**src/hdl/multitap_keypad_text_entry_assert.svh**
```systemverilog
// Assertion macros for the multi-tap keypad text entry block.
// Included by modules that check their own logic; no other dependencies.
`ifndef MULTITAP_KEYPAD_TEXT_ENTRY_ASSERT_SVH
`define MULTITAP_KEYPAD_TEXT_ENTRY_ASSERT_SVH

// Same-cycle implication, disabled while reset is asserted.
`define MKTE_ASSERT_IMP(lbl, clk, rst_n, ante, cons) \
  lbl: assert property (@(posedge clk) disable iff (!(rst_n)) (ante) |-> (cons)) \
    else $error("mkte assertion failed");

// Next-cycle implication, disabled while reset is asserted.
`define MKTE_ASSERT_NEXT(lbl, clk, rst_n, ante, cons) \
  lbl: assert property (@(posedge clk) disable iff (!(rst_n)) (ante) |=> (cons)) \
    else $error("mkte assertion failed");

`endif

```
**src/hdl/mkte_pkg.sv**
```systemverilog
// Shared types, codes and character tables of the multi-tap keypad block.
// No dependencies.
`timescale 1ns / 1ps
package mkte_pkg;

  localparam int unsigned KEY_COUNT   = 10;
  localparam int unsigned KEY_W       = $clog2(KEY_COUNT);
  localparam int unsigned TIME_W      = 32;
  localparam int unsigned TIMEOUT_W   = 16;
  localparam int unsigned CHAR_W      = 7;
  localparam int unsigned POS_W       = 3;
  localparam int unsigned STR_LEN_MAX = 5;
  localparam int unsigned QUEUE_DEPTH = 2;
  localparam int unsigned CFG_IDX_W   = 2;
  localparam int unsigned CFG_DATA_W  = 16;

  localparam logic [TIMEOUT_W-1:0] TIMEOUT_RESET = 16'd1000;

  // Grid positions of the helper keys
  localparam logic [3:0] POS_DELETE = 4'd3;
  localparam logic [3:0] POS_READY  = 4'd7;
  localparam logic [3:0] POS_CANCEL = 4'd11;
  localparam logic [3:0] POS_CASE   = 4'd12;
  localparam logic [3:0] POS_SPACE  = 4'd14;
  localparam logic [3:0] POS_DIGITS = 4'd15;
  localparam logic [1:0] ROW_LAST   = 2'd3;
  localparam logic [1:0] COL_ZERO   = 2'd1;
  localparam logic [KEY_W-1:0] KEY_ZERO = 4'd9;

  localparam logic [CHAR_W-1:0] CHAR_SPACE  = 7'h20;
  localparam logic [CHAR_W-1:0] CHAR_NUL    = 7'h00;
  localparam logic [CHAR_W-1:0] CHAR_ZERO   = 7'h30;
  localparam logic [CHAR_W-1:0] CHAR_ONE    = 7'h31;
  localparam logic [CHAR_W-1:0] CHAR_NINE   = 7'h39;
  localparam logic [CHAR_W-1:0] CHAR_LOW_A  = 7'h61;
  localparam logic [CHAR_W-1:0] CHAR_LOW_Z  = 7'h7A;
  localparam logic [CHAR_W-1:0] CASE_OFFSET = 7'h20;

  typedef enum logic [2:0] {
    ACT_NONE    = 3'd0,
    ACT_INSERT  = 3'd1,
    ACT_REPLACE = 3'd2,
    ACT_DELETE  = 3'd3,
    ACT_READY   = 3'd4,
    ACT_CANCEL  = 3'd5,
    ACT_MODE    = 3'd6
  } action_e;

  typedef enum logic [1:0] {
    MODE_LOWER  = 2'd0,
    MODE_UPPER  = 2'd1,
    MODE_DIGITS = 2'd2
  } mode_e;

  localparam logic [1:0] MODE_CODE_UNUSED = 2'd3;

  typedef enum logic [CFG_IDX_W-1:0] {
    REG_CYCLE_TIMEOUT = 2'd0,
    REG_START_MODE    = 2'd1
  } reg_idx_e;

  // What the front end decided a key press is
  typedef enum logic [2:0] {
    KIND_NONE   = 3'd0,
    KIND_DELETE = 3'd1,
    KIND_READY  = 3'd2,
    KIND_CANCEL = 3'd3,
    KIND_CASE   = 3'd4,
    KIND_SPACE  = 3'd5,
    KIND_DIGITS = 3'd6,
    KIND_KEY    = 3'd7
  } kind_e;

  typedef struct packed {
    kind_e             kind;
    logic [KEY_W-1:0]  key;
    logic [TIME_W-1:0] now;
  } cmd_t;

  // Lowercase strings per key; element 0 is the first character
  localparam logic [KEY_COUNT-1:0][STR_LEN_MAX-1:0][CHAR_W-1:0] LETTER_ROM = {
    {7'h00, 7'h00, 7'h00, 7'h00, 7'h00},  // 0 key
    {7'h39, 7'h7A, 7'h79, 7'h78, 7'h77},  // wxyz9
    {7'h00, 7'h38, 7'h76, 7'h75, 7'h74},  // tuv8
    {7'h37, 7'h73, 7'h72, 7'h71, 7'h70},  // pqrs7
    {7'h00, 7'h36, 7'h6F, 7'h6E, 7'h6D},  // mno6
    {7'h00, 7'h35, 7'h6C, 7'h6B, 7'h6A},  // jkl5
    {7'h00, 7'h34, 7'h69, 7'h68, 7'h67},  // ghi4
    {7'h00, 7'h33, 7'h66, 7'h65, 7'h64},  // def3
    {7'h00, 7'h32, 7'h63, 7'h62, 7'h61},  // abc2
    {7'h00, 7'h00, 7'h00, 7'h00, 7'h00}   // 1 key
  };

  localparam logic [KEY_COUNT-1:0][POS_W-1:0] LETTER_LEN_ROM = {
    3'd0, 3'd5, 3'd4, 3'd5, 3'd4, 3'd4, 3'd4, 3'd4, 3'd4, 3'd0
  };

  // Digit shown by each key in digit mode
  function automatic logic [CHAR_W-1:0] digit_char(logic [KEY_W-1:0] key);
    logic [CHAR_W-1:0] ch;
    if (key == KEY_ZERO) begin
      ch = CHAR_ZERO;
    end else begin
      ch = CHAR_ONE + CHAR_W'(key);
    end
    return ch;
  endfunction

endpackage

```
**src/hdl/mkte_front.sv**
```systemverilog
// Front end: decodes a grid position into a command for the back end.
// Depends on mkte_pkg.
`timescale 1ns / 1ps
module mkte_front
  import mkte_pkg::*;
(
  input  logic [3:0]        key_position_i,
  input  logic [TIME_W-1:0] now_ms_i,
  output cmd_t              cmd_o
);

  logic [1:0] row;
  logic [1:0] col;

  assign row = key_position_i[3:2];
  assign col = key_position_i[1:0];

  // Helper keys first, then the digit keys of the 3x3 block and the 0 key
  always_comb begin
    cmd_o.now  = now_ms_i;
    cmd_o.key  = '0;
    cmd_o.kind = KIND_NONE;
    case (key_position_i)
      POS_DELETE: cmd_o.kind = KIND_DELETE;
      POS_READY:  cmd_o.kind = KIND_READY;
      POS_CANCEL: cmd_o.kind = KIND_CANCEL;
      POS_CASE:   cmd_o.kind = KIND_CASE;
      POS_SPACE:  cmd_o.kind = KIND_SPACE;
      POS_DIGITS: cmd_o.kind = KIND_DIGITS;
      default: begin
        if (row != ROW_LAST && col != 2'd3) begin
          cmd_o.kind = KIND_KEY;
          cmd_o.key  = KEY_W'(row) * KEY_W'(3) + KEY_W'(col);
        end else if (row == ROW_LAST && col == COL_ZERO) begin
          cmd_o.kind = KIND_KEY;
          cmd_o.key  = KEY_ZERO;
        end
      end
    endcase
  end

endmodule

```
**src/hdl/mkte_queue.sv**
```systemverilog
// Small command queue between the front end and the back end.
// Depends on mkte_pkg for the command type.
`timescale 1ns / 1ps
module mkte_queue
  import mkte_pkg::*;
#(
  parameter int unsigned DEPTH = QUEUE_DEPTH
) (
  input  logic clk_i,
  input  logic rst_ni,
  input  logic push_valid_i,
  output logic push_ready_o,
  input  cmd_t push_data_i,
  output logic pop_valid_o,
  input  logic pop_ready_i,
  output cmd_t pop_data_o
);

  localparam int unsigned PW = (DEPTH > 1) ? $clog2(DEPTH) : 1;
  localparam int unsigned CW = $clog2(DEPTH + 1);

  cmd_t          mem_q [DEPTH];
  logic [PW-1:0] wr_ptr_q, wr_ptr_d;
  logic [PW-1:0] rd_ptr_q, rd_ptr_d;
  logic [CW-1:0] count_q, count_d;
  logic          push, pop;

  assign push_ready_o = (count_q != CW'(DEPTH));
  assign pop_valid_o  = (count_q != '0);
  assign pop_data_o   = mem_q[rd_ptr_q];
  assign push         = push_valid_i && push_ready_o;
  assign pop          = pop_valid_o && pop_ready_i;

  // Pointer and fill count update
  always_comb begin
    wr_ptr_d = wr_ptr_q;
    rd_ptr_d = rd_ptr_q;
    count_d  = count_q;
    if (push) begin
      wr_ptr_d = (wr_ptr_q == PW'(DEPTH - 1)) ? '0 : wr_ptr_q + PW'(1);
    end
    if (pop) begin
      rd_ptr_d = (rd_ptr_q == PW'(DEPTH - 1)) ? '0 : rd_ptr_q + PW'(1);
    end
    if (push && !pop) begin
      count_d = count_q + CW'(1);
    end else if (pop && !push) begin
      count_d = count_q - CW'(1);
    end
  end

  always_ff @(posedge clk_i or negedge rst_ni) begin
    if (!rst_ni) begin
      wr_ptr_q <= '0;
      rd_ptr_q <= '0;
      count_q  <= '0;
    end else begin
      wr_ptr_q <= wr_ptr_d;
      rd_ptr_q <= rd_ptr_d;
      count_q  <= count_d;
    end
  end

  // Entry storage, no reset needed
  always_ff @(posedge clk_i) begin
    if (push) begin
      mem_q[wr_ptr_q] <= push_data_i;
    end
  end

endmodule

```
**src/hdl/mkte_back.sv**
```systemverilog
// Back end: mode register, per-key cycle state, repeat test and result register.
// Depends on mkte_pkg and the assertion macro header.
`timescale 1ns / 1ps
`include "multitap_keypad_text_entry_assert.svh"
module mkte_back
  import mkte_pkg::*;
(
  input  logic                  clk_i,
  input  logic                  rst_ni,
  input  logic                  cmd_valid_i,
  output logic                  cmd_ready_o,
  input  cmd_t                  cmd_i,
  input  logic                  cfg_valid_i,
  input  logic [CFG_IDX_W-1:0]  cfg_index_i,
  input  logic [CFG_DATA_W-1:0] cfg_data_i,
  output logic                  out_valid_o,
  input  logic                  out_ready_i,
  output action_e               out_action_o,
  output logic [CHAR_W-1:0]     out_char_o,
  output mode_e                 out_mode_o
);

  mode_e                mode_q, mode_d, press_mode;
  logic [TIMEOUT_W-1:0] timeout_q, timeout_d;
  logic [POS_W-1:0]     cyc_pos_q [KEY_COUNT];
  logic [TIME_W-1:0]    last_time_q [KEY_COUNT];

  logic                 out_valid_q;
  action_e              out_action_q, act;
  logic [CHAR_W-1:0]    out_char_q, ch;
  mode_e                out_mode_q;

  logic                 pop;
  logic                 key_wr;
  logic [KEY_W-1:0]     k;
  logic [POS_W-1:0]     len;
  logic [TIME_W-1:0]    elapsed;
  logic                 repeat_hit;
  logic [POS_W:0]       step;
  logic [POS_W-1:0]     new_pos;

  assign cmd_ready_o  = !out_valid_q || out_ready_i;
  assign pop          = cmd_valid_i && cmd_ready_o;
  assign k            = cmd_i.key;
  assign out_valid_o  = out_valid_q;
  assign out_action_o = out_action_q;
  assign out_char_o   = out_char_q;
  assign out_mode_o   = out_mode_q;

  // Repeat test and next cycle position for a digit key
  always_comb begin
    len        = (mode_q == MODE_DIGITS) ? POS_W'(1) : LETTER_LEN_ROM[k];
    elapsed    = cmd_i.now - last_time_q[k];
    repeat_hit = (elapsed <= TIME_W'(timeout_q));
    step       = {1'b0, cyc_pos_q[k]} + (POS_W + 1)'(1);
    if (!repeat_hit || step >= {1'b0, len}) begin
      new_pos = '0;
    end else begin
      new_pos = step[POS_W-1:0];
    end
  end

  // Execute one command
  always_comb begin
    press_mode = mode_q;
    act        = ACT_NONE;
    ch         = CHAR_NUL;
    key_wr     = 1'b0;
    case (cmd_i.kind)
      KIND_DELETE: act = ACT_DELETE;
      KIND_READY:  act = ACT_READY;
      KIND_CANCEL: act = ACT_CANCEL;
      KIND_CASE: begin
        act        = ACT_MODE;
        press_mode = (mode_q == MODE_LOWER) ? MODE_UPPER : MODE_LOWER;
      end
      KIND_DIGITS: begin
        act        = ACT_MODE;
        press_mode = (mode_q == MODE_DIGITS) ? MODE_LOWER : MODE_DIGITS;
      end
      KIND_SPACE: begin
        act = ACT_INSERT;
        ch  = CHAR_SPACE;
      end
      KIND_KEY: begin
        if (len != '0) begin
          key_wr = 1'b1;
          act    = repeat_hit ? ACT_REPLACE : ACT_INSERT;
          if (mode_q == MODE_DIGITS) begin
            ch = digit_char(k);
          end else begin
            ch = LETTER_ROM[k][new_pos];
            if (mode_q == MODE_UPPER && ch >= CHAR_LOW_A && ch <= CHAR_LOW_Z) begin
              ch = ch - CASE_OFFSET;
            end
          end
        end
      end
      default: act = ACT_NONE;
    endcase
  end

  // Mode and timeout: commands and register writes
  always_comb begin
    mode_d    = pop ? press_mode : mode_q;
    timeout_d = timeout_q;
    if (cfg_valid_i) begin
      case (cfg_index_i)
        REG_CYCLE_TIMEOUT: timeout_d = cfg_data_i[TIMEOUT_W-1:0];
        REG_START_MODE: begin
          if (cfg_data_i[1:0] != MODE_CODE_UNUSED) begin
            mode_d = mode_e'(cfg_data_i[1:0]);
          end
        end
        default: timeout_d = timeout_q;
      endcase
    end
  end

  always_ff @(posedge clk_i or negedge rst_ni) begin
    if (!rst_ni) begin
      mode_q      <= MODE_LOWER;
      timeout_q   <= TIMEOUT_RESET;
      out_valid_q <= 1'b0;
      for (int i = 0; i < KEY_COUNT; i++) begin
        cyc_pos_q[i]   <= '0;
        last_time_q[i] <= '0;
      end
    end else begin
      mode_q    <= mode_d;
      timeout_q <= timeout_d;
      if (pop) begin
        out_valid_q <= 1'b1;
      end else if (out_ready_i) begin
        out_valid_q <= 1'b0;
      end
      if (pop && key_wr) begin
        cyc_pos_q[k]   <= new_pos;
        last_time_q[k] <= cmd_i.now;
      end
    end
  end

  // Result register
  always_ff @(posedge clk_i) begin
    if (pop) begin
      out_action_q <= act;
      out_char_q   <= ch;
      out_mode_q   <= press_mode;
    end
  end

  `MKTE_ASSERT_NEXT(a_pop_loads_result, clk_i, rst_ni, pop, out_valid_q)
  `MKTE_ASSERT_IMP(a_char_only_for_text, clk_i, rst_ni,
    out_valid_q && out_action_q != ACT_INSERT && out_action_q != ACT_REPLACE,
    out_char_q == CHAR_NUL)
  `MKTE_ASSERT_IMP(a_digit_mode_char, clk_i, rst_ni,
    out_valid_q && out_action_q == ACT_REPLACE && out_mode_q == MODE_DIGITS,
    out_char_q >= CHAR_ZERO && out_char_q <= CHAR_NINE)
  `MKTE_ASSERT_IMP(a_mode_code_used, clk_i, rst_ni, 1'b1,
    mode_q != mode_e'(MODE_CODE_UNUSED))

endmodule

```
**src/hdl/multitap_keypad_text_entry.sv**
```systemverilog
// An accepted key press passes the queue and the back end's result register to the master side.
// Throughput: one key press per cycle while the master side accepts results, set by the
// back end's read-modify-write of the pressed key's cycle entry; a 2-entry queue decouples the sides.
// Reset (rst_ni, async, active low): mode lowercase, timeout 1000 ms, all key entries
// zero, queue and result register empty. Config writes are always ready.
`timescale 1ns / 1ps
module multitap_keypad_text_entry
  import mkte_pkg::*;
#(
  parameter int unsigned QUEUE_ENTRIES = QUEUE_DEPTH
) (
  input  logic                  clk_i,
  input  logic                  rst_ni,
  // tdata: key_position [3:0], now_ms [35:4], zero [39:36]
  input  logic                  s_axis_tvalid_i,
  output logic                  s_axis_tready_o,
  input  logic [39:0]           s_axis_tdata_i,
  // tdata: action [2:0], char_code [9:3], current_mode [11:10], zero [15:12]
  output logic                  m_axis_tvalid_o,
  input  logic                  m_axis_tready_i,
  output logic [15:0]           m_axis_tdata_o,
  // configuration write channel
  input  logic                  cfg_valid_i,
  output logic                  cfg_ready_o,
  input  logic [CFG_IDX_W-1:0]  cfg_index_i,
  input  logic [CFG_DATA_W-1:0] cfg_data_i
);

  cmd_t              front_cmd;
  cmd_t              queue_cmd;
  logic              queue_valid;
  logic              back_ready;
  action_e           out_action;
  logic [CHAR_W-1:0] out_char;
  mode_e             out_mode;

  assign cfg_ready_o = 1'b1;

  mkte_front u_front (
    .key_position_i (s_axis_tdata_i[3:0]),
    .now_ms_i       (s_axis_tdata_i[35:4]),
    .cmd_o          (front_cmd)
  );

  mkte_queue #(
    .DEPTH (QUEUE_ENTRIES)
  ) u_queue (
    .clk_i        (clk_i),
    .rst_ni       (rst_ni),
    .push_valid_i (s_axis_tvalid_i),
    .push_ready_o (s_axis_tready_o),
    .push_data_i  (front_cmd),
    .pop_valid_o  (queue_valid),
    .pop_ready_i  (back_ready),
    .pop_data_o   (queue_cmd)
  );

  mkte_back u_back (
    .clk_i        (clk_i),
    .rst_ni       (rst_ni),
    .cmd_valid_i  (queue_valid),
    .cmd_ready_o  (back_ready),
    .cmd_i        (queue_cmd),
    .cfg_valid_i  (cfg_valid_i),
    .cfg_index_i  (cfg_index_i),
    .cfg_data_i   (cfg_data_i),
    .out_valid_o  (m_axis_tvalid_o),
    .out_ready_i  (m_axis_tready_i),
    .out_action_o (out_action),
    .out_char_o   (out_char),
    .out_mode_o   (out_mode)
  );

  // Pack the result fields, lowest first
  assign m_axis_tdata_o = {4'b0000, out_mode, out_char, out_action};

endmodule
```
**config.mk**
```make
export PLATFORM = sky130hd
export DESIGN_NAME = multitap_keypad_text_entry
export DESIGN_NICKNAME = d
export VERILOG_FILES = /design/src/hdl/mkte_pkg.sv /design/src/hdl/mkte_front.sv /design/src/hdl/mkte_queue.sv /design/src/hdl/mkte_back.sv /design/src/hdl/multitap_keypad_text_entry.sv
export VERILOG_INCLUDE_DIRS = /design/src /design/src/hdl
export SDC_FILE = /design/constraint.sdc
export NUM_CORES = 1
export LEC_CHECK = 0
export ABC_AREA = 1
export BUFFER_PORTS_ARGS = -buffer_cell sky130_fd_sc_hd__buf_2
export CAP_MARGIN = 0
export CORE_UTILIZATION = 55
export CTS_CLUSTER_DIAMETER = 80
export DETAILED_ROUTE_END_ITERATION = 10
export PLACE_DENSITY = 0.84
export SYNTH_ARGS = -nofsm -noshare
export SYNTH_HDL_FRONTEND = slang
export SYNTH_SLANG_ARGS = --single-unit
```
**constraint.sdc**
```tcl
create_clock -name clk_i -period 6.3 [get_ports clk_i]
set_input_delay 0.315 -clock clk_i [delete_from_list [all_inputs] [get_ports clk_i]]
set_output_delay 0.315 -clock clk_i [all_outputs]
set_load 0.005 [all_outputs]
```
Yosys cells after proc, flatten, opt, wreduce, memory -nomap -nowiden
Memories as Yosys holds them, arrays and structs flattened.
Index checks and enable logic that the tools add are counted.
{"block": "word_totals", "ff_bits": 385, "latchBits": 0, "ramBits": 78, "mem_bits_ro": 608, "in_bits": 63, "word_cells": 146, "n_memories": 3}
{"memory": "(name not given)", "words": 16, "width": 35, "rd": 1, "rd_clocked_by_memory_dff": 0, "wr": 0, "line_no": "mkte_back.sv:92", "source": "ch = LETTER_ROM[k][new_pos];"}
{"memory": "u_queue.mem_q", "words": 2, "width": 39, "rd": 1, "rd_clocked_by_memory_dff": 0, "wr": 1, "line_no": "mkte_queue.sv:22", "source": "cmd_t mem_q [DEPTH];"}
{"memory": "(name not given)", "words": 16, "width": 3, "rd": 1, "rd_clocked_by_memory_dff": 0, "wr": 0, "line_no": "mkte_back.sv:52", "source": "len = (mode_q == MODE_DIGITS) ? POS_W'(1) : LETTER_LEN_ROM[k];"}
{"block": "op_classes", "add_sub_neg": 9, "mul": 1, "div_mod_pow": 0, "n_lt_le_gt_ge": 8, "eq_ne": 23, "shifts": 0, "n_mux": 47, "n_bitwise": 1, "reduce_logical": 25}
{"operator": "$bwmux W320", "n": 1}
{"operator": "$bmux W32 S4", "n": 1}
{"operator": "$demux W32 S4", "n": 1}
{"operator": "$mux W32", "n": 3}
{"operator": "$mux W7", "n": 7}
{"operator": "$pmux W3 S6", "n": 2}
{"operator": "$mux W35", "n": 1}
{"operator": "$le A32 B16 Y1", "n": 1}
{"operator": "$sub A32 B32 Y32", "n": 1}
{"operator": "$bwmux W30", "n": 1}
{"operator": "$bmux W7 S3", "n": 1}
{"operator": "$mux W3", "n": 7}
{"operator": "$eq A4 B4 Y1 const B", "n": 5}
{"operator": "$mux W2", "n": 8}
{"operator": "$pmux W7 S2", "n": 1}
{"operator": "$bmux W3 S4", "n": 1}
{"operator": "$demux W3 S4", "n": 1}
{"operator": "$eq A3 B3 Y1 const B", "n": 4}
{"operator": "$logic_and A1 B1 Y1", "n": 10}
{"operator": "$mux W1", "n": 9}
{"operator": "$ne A2 B2 Y1 const B", "n": 4}
{"operator": "$add A6 B4 Y7 const A", "n": 1}
{"operator": "$ge A7 B7 Y1 const B", "n": 1}
{"operator": "$le A7 B7 Y1 const B", "n": 1}
{"operator": "29 further kinds", "n": 41}

Depth between registers and ports, before layout
Gate-level depths: netlist of run 1.
An unclocked memory read counts as a cell.
{"block": "depth", "depth_word": 19, "mapped_depth": 54, "mapped_depth_nobuf": 49}

Cells and area by module
From an unflattened synthesis of run 1, not the netlist that was laid out.
{"block": "unflattened", "cells_unflattened": 3198, "area_unflattened_um2": 25037.8}
{"module": "mkte_back", "n_inst": 1, "cells_per_inst": 2888, "area_each_um2": 21368.0, "seq_area_each_um2": 9601.7}
{"module": "mkte_queue", "n_inst": 1, "cells_per_inst": 233, "area_each_um2": 3149.3, "seq_area_each_um2": 2442.3}
{"module": "mkte_front", "n_inst": 1, "cells_per_inst": 70, "area_each_um2": 475.5, "seq_area_each_um2": 0.0}
{"module": "multitap_keypad_text_entry", "n_inst": 1, "cells_per_inst": 7, "area_each_um2": 45.0, "seq_area_each_um2": 0.0}

Least setup slack after synthesis of run 1
OpenSTA, ideal clock, no wires.
{"block": "synth_timing", "path_kind": "register to register", "start": "reg u_queue.rd_ptr_q", "end": "reg u_back.out_char_q[6] (netlist: u_back.out_char_o[6]) (data pin)", "setup_time_ns": 0.249, "arrival_ns": 5.751, "required_time_ns": 6.051, "slack_ns": 0.300, "stages_incl_launch_ff": 51, "period_less_slack_ns": 6.000, "cell_sequence": "dfrtp_1 > buf_6 > inv_4 > buf_6 > nand2_2 > nand2_2 > buf_6 > buf_6 > clkbuf_1 > clkbuf_1 > a21oi_1 > a211oi_1 > a21oi_1 > nor3_1 > ha_1 > inv_1 > fa_1 > nand2_1 > [15 not listed] > nand3_1 > nor2_8 > nand3_4 > nand3_1 > nand2_1 > nand2_1 > inv_1 > ha_1 > inv_1 > nor2_1 > nand2_1 > nor2_1 > nand2_1 > nand3_1 > nand2_1 > nand3_1 > nand2_1 > inv_1"}
{"block": "synth_between", "elab_chain_cells": 19, "elab_cells_between_ends": 37, "classes_between": "add/sub: 4; order compare: 4; eq/ne: 3; mux: 17; bitwise: 1; reduce/logical: 5; memory: 3"}
{"element": "start: declaration", "line_no": "mkte_queue.sv:24", "source": "logic [PW-1:0] rd_ptr_q, rd_ptr_d;"}
{"element": "start signal: assignment", "line_no": "mkte_queue.sv:59", "source": "rd_ptr_q <= rd_ptr_d;"}
{"element": "$mem_v2 Z2 W39 *"}
{"element": "$not A4 Y5 (not written as such)", "line_no": "mkte_back.sv:53, mkte_back.sv:55"}
{"element": "$bmux W32 S4", "line_no": "mkte_back.sv:53", "source": "elapsed = cmd_i.now - last_time_q[k];"}
{"element": "$mux W32 (not written as such) (2 in series)", "line_no": "mkte_back.sv:53"}
{"element": "$sub A32 B32 Y32", "line_no": "mkte_back.sv:53"}
{"element": "$le A32 B16 Y1", "line_no": "mkte_back.sv:54", "source": "repeat_hit = (elapsed <= TIME_W'(timeout_q));"}
{"element": "$logic_not A1 Y1", "line_no": "mkte_back.sv:56", "source": "if (!repeat_hit || step >= {1'b0, len}) begin"}
{"element": "$logic_or A1 B1 Y1", "line_no": "mkte_back.sv:56"}
{"element": "$mux W3", "line_no": "mkte_back.sv:56"}
{"element": "$bmux W7 S3", "line_no": "mkte_back.sv:92"}
{"element": "$mux W7 (not written as such)", "line_no": "mkte_back.sv:92"}
{"element": "$ge A7 B7 Y1", "line_no": "mkte_back.sv:93", "source": "if (mode_q == MODE_UPPER && ch >= CHAR_LOW_A && ch <= CHAR_LOW_Z) begin"}
{"element": "$logic_and A1 B1 Y1 (2 in series)", "line_no": "mkte_back.sv:93"}
{"element": "$mux W7", "line_no": "mkte_back.sv:93"}
{"element": "$mux W7", "line_no": "mkte_back.sv:89", "source": "if (mode_q == MODE_DIGITS) begin"}
{"element": "$mux W7", "line_no": "mkte_back.sv:86", "source": "if (len != '0) begin"}
{"element": "$pmux W7 S2 *", "line_no": "mkte_back.sv:69", "source": "case (cmd_i.kind)"}
{"element": "end signal: assignment", "line_no": "mkte_back.sv:148", "source": "out_char_q <= ch;"}
{"element": "end: declaration", "line_no": "mkte_back.sv:30", "source": "logic [CHAR_W-1:0] out_char_q, ch;"}
Mark *: on every way between the ends. The rest lies on a longest branch, timed or not. The select of a mux whose other input is x is not followed.
A chain may end at the register's enable or synchronous reset.

Worst setup path after layout of run 1
Same ends and word-level chain as after synthesis.

==> results.md, run 1 <==
* Per-cell via count in the routed design at 5.90
* Xor-xnor portion of the synthesized cell area at less than 1%
* Number of DRC markers after the initial detailed-route iteration at 2809
* Launching element type of the critical path: flop
* Count of yosys warnings during synthesis at 0
* Fraction of the cycle the final worst path needs at a little over nine tenths
* Crit-path max FO at 10
* Post-route ant nets at 0
* Die span in x at between 200 and 250 um
* H-Tree Depth at 2
* Total non-filler cell area in the finished layout at approximately 29000 sq um
* CP endpoint kind: flop
* F_max at approximately 160 MHz
* Worst rel slew slack at a little over a tenth
* Worst stage delay on the critical path at approximately 0.48 ns
* Worst setup path start: u_queue.rd_ptr_q
* Distinct cell type count of the synthesized netlist at between 50 and 60
* CTS Buf Count at 46
* Start of the worst register-to-register path: u_queue.rd_ptr_q
* Post-Synthesis Cell Area at between 20000 and 25000 sq um
* Synth Flop Type: sky130_fd_sc_hd__dfrtp_1
* Slowest library cell on the worst path: sky130_fd_sc_hd__dfrtp_2
* Antenna violations before repair at 0
* Outcome: finished clean
* Per-cell routed wire length at about 20 um
* Slew Limit Fails at 0
* Proportion of synthesized area in mux cells at 0.0882%
* Initial standard-cell utilization of the core at 55.8%
* Count of vias placed by the detailed router at between 20000 and 25000
* Synthesis-to-layout area growth at 20.9%
* Count of endpoints failing setup in the final report at 0
* # rows at 76
* Register clock-pin slew on the reported worst setup and hold paths at 0.06 ns
* Crit path time final at roughly 6.2 ns
* Number of global-route vias before repair at 22328
* Weighted congestion reported at the end of routability-driven placement at between 0.9 and 1
* Critical path class: flop to flop
* Synthesized area divided by synthesized cell count at between 8 and 9 sq um
* Height of the chip at 211 um
* Crit-path most repeated cell: sky130_fd_sc_hd__nand2_1
* Grt total ovfl at 0
* Worst min-delay path class: input port to flop
* Post-route worst hold slack at approximately 0.027 ns
* Reg-to-reg slack, setup at between 0.1 and 0.15 ns
* Largest net degree at the start of global routing at 157
* Number of flip-flops and latches in the synthesized netlist at 463
* Worst clock skew on the final layout at approximately 0.034 ns
* Max-capacitance violation count at 0
* Data arrival time at the worst-slack endpoint at about 6.5 ns
* Drt first pass iters at 6
* Post-DP HPWL at approximately 49000 um
* Count of port buffers added during placement at between 70 and 80
* Root Driver: sky130_fd_sc_hd__clkbuf_16
* Asr flop ratio synth at between 80% and 90%
* Top-level port count at 82
* Die area at between 40000 and 50000 sq um
* Share of cells above drive strength 1 at approximately 17%
* Adder-cell share of the synthesized area at between 3 and 4%
* Aggregate global-route resource usage at about a third
* Worst skew pair latency at a little over 0.6 ns
* Unrepaired setup endpoints after global routing: yes
* Required time of the worst setup path at 6.64 ns
* Final Hold Fails at 0
* Number of inserted filler cells in the final layout at around 3300
* DRT Wirelength at approximately 77000 um
* Remaining design rule violation count at 0
* Gate count of the mapped netlist at about 3000
* Sink Count at about 460
* Worst Reg2Reg Path Length in Cells at 47
* Sequential area share after synthesis at about half
* Worst flop-to-flop path endpoint: u_back.out_char_o[6]
* Placement-stage cell area at about 26000 sq um
* Combinational family with the most area after synthesis: simple AND/OR/NAND/NOR gates
* Number of nets in the layout at about 3400
* Area fraction in compound gates after synthesis at 15.9%
* Simple-gate area share of the yosys netlist at a little over a fifth
* Global-route wire length before repair at between 100000 and 150000 um
* Area of the core at roughly 43000 sq um
* Worst setup endpoint: u_back.out_char_o[6]
* Actual transition at the worst max-transition pin at between 1 and 1.5 ns
* Number of enable-type register cells in the synthesized netlist at 90
* Clock tree from TritonCTS: done
* Clock Tree Buf Depth at 3
registers in the layout (all words and copies together), names as in the netlist:
signal and cells:
u_back.last_time_q 320, u_queue.mem_q 78, u_back.cyc_pos_q 30, u_back.timeout_q 16, u_back.out_char_o 7, u_back.out_action_o 3
u_back.mode_q 2, u_back.out_mode_o 2, u_queue.count_q 2, u_back.out_valid_o 1, u_queue.rd_ptr_q 1, u_queue.wr_ptr_q 1
what timing repair did:
action                                  in CTS  in global routing
endpoints found under the hold margin      145                  0
cloned                                       0                  5
pin swaps                                    6                110
gates resized for setup                     14                165
hold buffers                                47                  0
setup buffers                                3                 36
endpoints found under the setup margin       2                  6
layout by cell type, fill, tap and decap left out, types with 50 or more instances in the layout:
cell                        Yosys  final
sky130_fd_sc_hd__nand2_1      916    864
sky130_fd_sc_hd__o21ai_0      427    418
sky130_fd_sc_hd__dfrtp_1      367    366
sky130_fd_sc_hd__inv_1        304    296
sky130_fd_sc_hd__buf_4          7    188
sky130_fd_sc_hd__nor2_1       161    144
sky130_fd_sc_hd__a21oi_1      112    102
sky130_fd_sc_hd__nand3_1      113    101
sky130_fd_sc_hd__edfxtp_1      90     90
sky130_fd_sc_hd__buf_2         12     71
sky130_fd_sc_hd__ha_1          65     60
sky130_fd_sc_hd__nand2_2       10     50
sky130_fd_sc_hd__clkbuf_16      0     50
synth_stat cells (7+ instances only):
| master | number | share of area [%] |
|---|---|---|
| sky130_fd_sc_hd__nor3_1 | 15 | 0.31 |
| sky130_fd_sc_hd__o21ai_0 | 427 | 8.9 |
| sky130_fd_sc_hd__buf_4 | 7 | 0.22 |
| sky130_fd_sc_hd__nand3_1 | 113 | 2.3 |
| sky130_fd_sc_hd__nand2_1 | 916 | 14 |
| sky130_fd_sc_hd__nand4_1 | 21 | 0.55 |
| sky130_fd_sc_hd__dfrtp_1 | 367 | 38 |
| sky130_fd_sc_hd__o211ai_1 | 45 | 1.4 |
| sky130_fd_sc_hd__nand3_2 | 7 | 0.29 |
| sky130_fd_sc_hd__inv_2 | 10 | 0.16 |
| sky130_fd_sc_hd__a311oi_1 | 15 | 0.55 |
| sky130_fd_sc_hd__xor2_1 | 16 | 0.58 |
| sky130_fd_sc_hd__buf_2 | 12 | 0.25 |
| sky130_fd_sc_hd__buf_6 | 7 | 0.33 |
| sky130_fd_sc_hd__clkbuf_1 | 122 | 1.9 |
| sky130_fd_sc_hd__ha_1 | 65 | 3.4 |
| sky130_fd_sc_hd__a21oi_1 | 112 | 2.3 |
| sky130_fd_sc_hd__nand2_4 | 7 | 0.33 |
| sky130_fd_sc_hd__o221a_2 | 13 | 0.61 |
| sky130_fd_sc_hd__nor2_1 | 161 | 2.5 |
| sky130_fd_sc_hd__o22ai_1 | 34 | 0.88 |
| sky130_fd_sc_hd__nand2_2 | 10 | 0.26 |
| sky130_fd_sc_hd__edfxtp_1 | 90 | 11 |
| sky130_fd_sc_hd__o21ai_1 | 16 | 0.33 |
| sky130_fd_sc_hd__inv_1 | 304 | 4.7 |
cell type report:
type | instances | area [sq um] | area share [%]
diodes | 1 | 2.50 | 0.00858
clock buffers | 64 | 1310 | 4.49
clock inverters | 18 | 154 | 0.528
inverters | 320 | 1220 | 4.17
multi-input cells | 2062 | 10800 | 37.0
flip-flops and latches | 463 | 12000 | 41.3
well taps | 585 | 732 | 2.51
repair buffers | 347 | 2910 | 10.0
repair inverters | 1 | 5.00 | 0.0172
per-layer routing:
| metal | wire (um) | vias to the layer above | part of all wire (%) | track usage, % |
|---|---|---|---|---|
| li1 | - | 10297 | - | - |
| met5 | 0 | - | 0 | 0 |
| met4 | 4150 | 0 | 5.4 | 18.8 |
| met2 | 36400 | 1319 | 47 | 54.9 |
| met1 | 29300 | 10841 | 38 | 43.1 |
| met3 | 7330 | 307 | 9.5 | 6.13 |
how the worst min path moves through the flow:
| stage | from | endpoint | slack, ns | cells past startpoint |
|---|---|---|---|---|
| floorplan | rst_ni | u_back.cyc_pos_q[0] | 0.02 | 0 |
| CTS | cfg_data_i[5] | u_back.timeout_q[5] | 0.001 | 3 |
| detailed placement | rst_ni | u_queue.count_q[1] | 0.29 | 1 |
| finish | cfg_data_i[0] | u_back.timeout_q[0] | 0.03 | 2 |
| global placement | rst_ni | u_queue.count_q[1] | 0.28 | 1 |
| global route | cfg_data_i[0] | u_back.timeout_q[0] | 0.03 | 2 |
critical path: cells and delay by family, from the launching register on:
kind	cells	cell delay, ns
AND/OR/NAND/NOR	30	2.80
AO/OA/AOI/OAI	7	0.99
buffers and inverters	7	0.74
adder cells (fa/ha/maj)	2	0.67
flip-flops	1	0.48
XOR/XNOR	1	0.18
cell families (layout without fill, tap and decap cells):
family	after synthesis	in the layout
muxes	2	2
xor gates and xnor gates	18	18
other	2	6
and+or+nand+nor	1279	1279
DFF	463	463
buffers and inverters	475	750
AOI/OAI and AO/OA	690	690
adders and majority gates	68	68
per-stage QoR:
step	setup slack [ns]	cells	util, %	setup TNS [ns]
2_1_floorplan	0.300	3000	-	0
3_3_place_gp	0.0263	3687	60.5	0
3_5_place_dp	-0.0914	3687	60.5	-0.181
4_1_cts	0.00214	3819	65.2	0
5_1_grt	-0.207	3860	67.5	-0.409
6_report	0.137	3861	67.5	0
Power of run 1 is not shown: default switching activity piles up to over one toggle a cycle in this logic, so the estimate is an artifact.
==> run 2, diff against run 1 <==
- BUFFER_PORTS_ARGS: -buffer_cell sky130_fd_sc_hd__buf_2 -> unset
- DONT_BUFFER_PORTS: unset -> 1
- PLACE_DENSITY: 0.84 -> 0.82
==> run 2 against run 1 <==
  * The run now ends with hold timing left
  * Non-clock buffer count is 76 lower
  * Fmax decreased by 0.63%
  * Cell count down 2.0%
  * Core utilization is 0.38 points lower
  * Sequential share of layout area rose by 0.24 points
  * Global-route usage is 0.36 points lower
  * Highest routed layer unchanged
  * Via count is 1.1% lower
  * Hold slack got worse by 0.62 ns
  * Wire length increased by 0.71%
  * Flip-flop and latch count did not move
  * Clock-buffer cell count down 3
  * Die area unchanged
==> results.md, run 2 (synthesized netlist as in run 1, its figures left out) <==
* Leading cell type in the layout, fill and taps excluded: sky130_fd_sc_hd__nand2_1
* Grt total ovfl at 0 (unchanged)
* Count of port buffers added during placement at 0 (-100%)
* Post-DP HPWL at 47000 um (-3.3%)
* Worst Reg2Reg Path Length in Cells at 43 (-8.5%)
* Largest net degree at the start of global routing at 374 (+140%)
* Max-capacitance violation count at 0 (unchanged)
* Total stage count of the critical path at 43 (-8.5%)
* Slowest library cell on the worst path: sky130_fd_sc_hd__dfrtp_2
* Aggregate global-route resource usage at 33.5% (-0.36 points)
* Fraction of the cycle the final worst path needs at 98.4% (+0.62 points)
* Clock Tree Buf Depth at 3 (unchanged)
* Drt first pass iters at 6 (unchanged)
* Final Core Density at 67.1% (-0.38 points)
* Area of the core at 43200 sq um (unchanged)
* Number of antenna cells inserted at 0 (-1)
* Share of cells above drive strength 1 at 15.6% (-1.8 points)
* Initial standard-cell utilization of the core at 55.8% (unchanged)
* CTS Buf Count at 47 (+2.2%)
* Per-cell via count in the routed design at 5.95 (+0.87%)
* Crit-path most repeated cell: sky130_fd_sc_hd__nand2_1
* Largest registers: u_back.last_time_q x320, u_queue.mem_q x78, u_back.cyc_pos_q x30
* Worst stage delay on the critical path at 0.44 ns (-0.04 ns)
* Top-level port count at 82 (unchanged)
* DRT Wirelength at 77800 um (+0.71%)
* Outcome: finished, violations left
* Leading cell types in the layout, fill and taps excluded: sky130_fd_sc_hd__nand2_1 (866), sky130_fd_sc_hd__o21ai_0 (417), sky130_fd_sc_hd__dfrtp_1 (366), sky130_fd_sc_hd__inv_1 (295), sky130_fd_sc_hd__buf_4 (176)
* Area of combinational cells with multiple inputs at 10800 sq um (+0.70%)
* Count of endpoints failing setup in the final report at 0 (unchanged)
* Max FFs per register at 320 (unchanged)
* H-Tree Depth at 2 (unchanged)
* Die area at 44700 sq um (unchanged)
* Worst rel slew slack at 11.8% (+0.84 points)
* Number of nets in the layout at 3297 (-2.2%)
* Remaining design rule violation count at 0 (unchanged)
* Start of the worst register-to-register path: u_queue.rd_ptr_q
* Placement-stage cell area at 25400 sq um (-2.8%)
* Crit-path max FO at 7 (-3)
* Worst clock skew on the final layout at 0.0197 ns (-0.0141 ns)
* Global-route wire length before repair at 115000 um (-1.8%)
* Weighted congestion reported at the end of routability-driven placement at 0.974 (+0.59%)
* Number of inserted filler cells in the final layout at 3295 (+1.1%)
* CTS Hold Bufs at 51 (+8.5%)
* Clock tree from TritonCTS: done
* F_max at 161 MHz (-0.63%)
* Cell class contributing the biggest share of worst-path delay: simple AND/OR/NAND/NOR gates
* Number of global-route vias before repair at 21086 (-5.6%)
* CP endpoint kind: flop
* Final cell count without fillers at 3785 (-2.0%)
* Count of vias placed by the detailed router at 22509 (-1.1%)
* Slew Limit Fails at 0 (unchanged)
* Failing checks: hold timing
* Reg-to-reg slack, setup at 0.1 ns (-0.04 ns)
* Storage element area at 12000 sq um (unchanged)
* Largest reg by FF count: u_back.last_time_q
* Crit path time final at 6.20 ns (+0.0388 ns)
* Post-route ant nets at 0 (unchanged)
* Antenna violations before repair at 0 (unchanged)
* Root Driver: sky130_fd_sc_hd__clkbuf_16
* Worst flop-to-flop path endpoint: u_back.out_char_o[6]
* Sink Count at 463 (unchanged)
* Number of DRC markers after the initial detailed-route iteration at 2959 (+5.3%)
* Unrepaired setup endpoints after global routing: yes
* Sum of negative setup slack at 0 ns (unchanged)
* Height of the chip at 211 um (unchanged)
* Buffers plus inverters on the worst setup path at 9 (+2)
* Worst min-delay path class: input port to async pin
* Launching element type of the critical path: flop
* Post-route worst hold slack at -0.594 ns (-0.620 ns)
* # rows at 76 (unchanged)
* Critical path class: flop to flop
* Required time of the worst setup path at 6.66 ns (+0.02 ns)
* Data arrival time at the worst-slack endpoint at 6.57 ns (+0.07 ns)
* Synthesis-to-layout area growth at 20.2%
* Worst setup path start: u_queue.rd_ptr_q
* Actual transition at the worst max-transition pin at 1.32 ns (-0.0126 ns)
* Final Hold Fails at 373 (+373)
* Worst skew pair latency at 0.60 ns (about the same)
* Total non-filler cell area in the finished layout at 29000 sq um (-0.57%)
* Register clock-pin slew on the reported worst setup and hold paths at 0.06 ns (about the same)
* Per-cell routed wire length at 20.6 um (+2.7%)
* Die span in x at 211 um (unchanged)
* Total instance count after detailed placement at 3570 (-3.2%)
run 2: changes by cell type in the layout (fill, tap and decap cells not counted), moves of 4 or more:
cell	previous run	this run
sky130_fd_sc_hd__buf_2	71	0
sky130_fd_sc_hd__buf_4	188	176
sky130_fd_sc_hd__a311oi_1	14	7
sky130_fd_sc_hd__a311oi_2	1	8
sky130_fd_sc_hd__nand2_2	50	44
sky130_fd_sc_hd__nand2_4	12	18
sky130_fd_sc_hd__clkbuf_8	9	5
sky130_fd_sc_hd__dlygate4sd3_1	47	51
sky130_fd_sc_hd__ha_1	60	56
run 2: worst max path at each step:
| stage | endpoint | slack, ns |
|---|---|---|
| final | u_back.out_char_o[6] | 0.1 |
| after global routing | u_back.out_char_o[6] | -0.25 |
| after CTS | u_back.out_char_o[6] | 0.02 |
| after detailed placement | u_back.out_char_o[6] | -0.02 |
| after global placement | u_back.out_char_o[5] | 0.02 |
| after floorplan | u_back.out_char_o[6] | 0.30 |
run 2: area by class of cell:
class | instances | share of cell area (%)
clock buffer | 61 | 4.41
clock inverter | 22 | 0.807
inverter | 320 | 4.28
multi-input combinational | 2062 | 37.4
sequential | 463 | 41.6
tap | 585 | 2.53
timing repair buffer | 271 | 8.97
timing repair inverter | 1 | 0.0302
run 2: repair_timing:
item | CTS | global route
setup buffers | 0 | 74
hold endpoints to repair | 458 | 373
resized for setup | 5 | 200
setup endpoints to repair | 2 | 6
pin swaps | 0 | 104
gates cloned | 0 | 7
run 2: through the flow:
step / hold WS, ns / setup WS (ns)
after floorplan: 0.0194 / 0.300
after global placement: 0.0256 / 0.0216
after detailed placement: 0.0274 / -0.0166
after CTS: -0.598 / 0.0215
after global routing: -0.602 / -0.253
final: -0.594 / 0.0983
run 2: routing by layer:
metal  vias to the layer above  wire length [um]  global-route usage, %
met4                         0              4130                   17.0
li1                      10143                 -                      -
met1                     10770             30100                   43.0
met3                       310              6740                   6.48
met5                         -                 0                      0
met2                      1286             36800                   54.3
Power of run 2 is left out for the same reason.
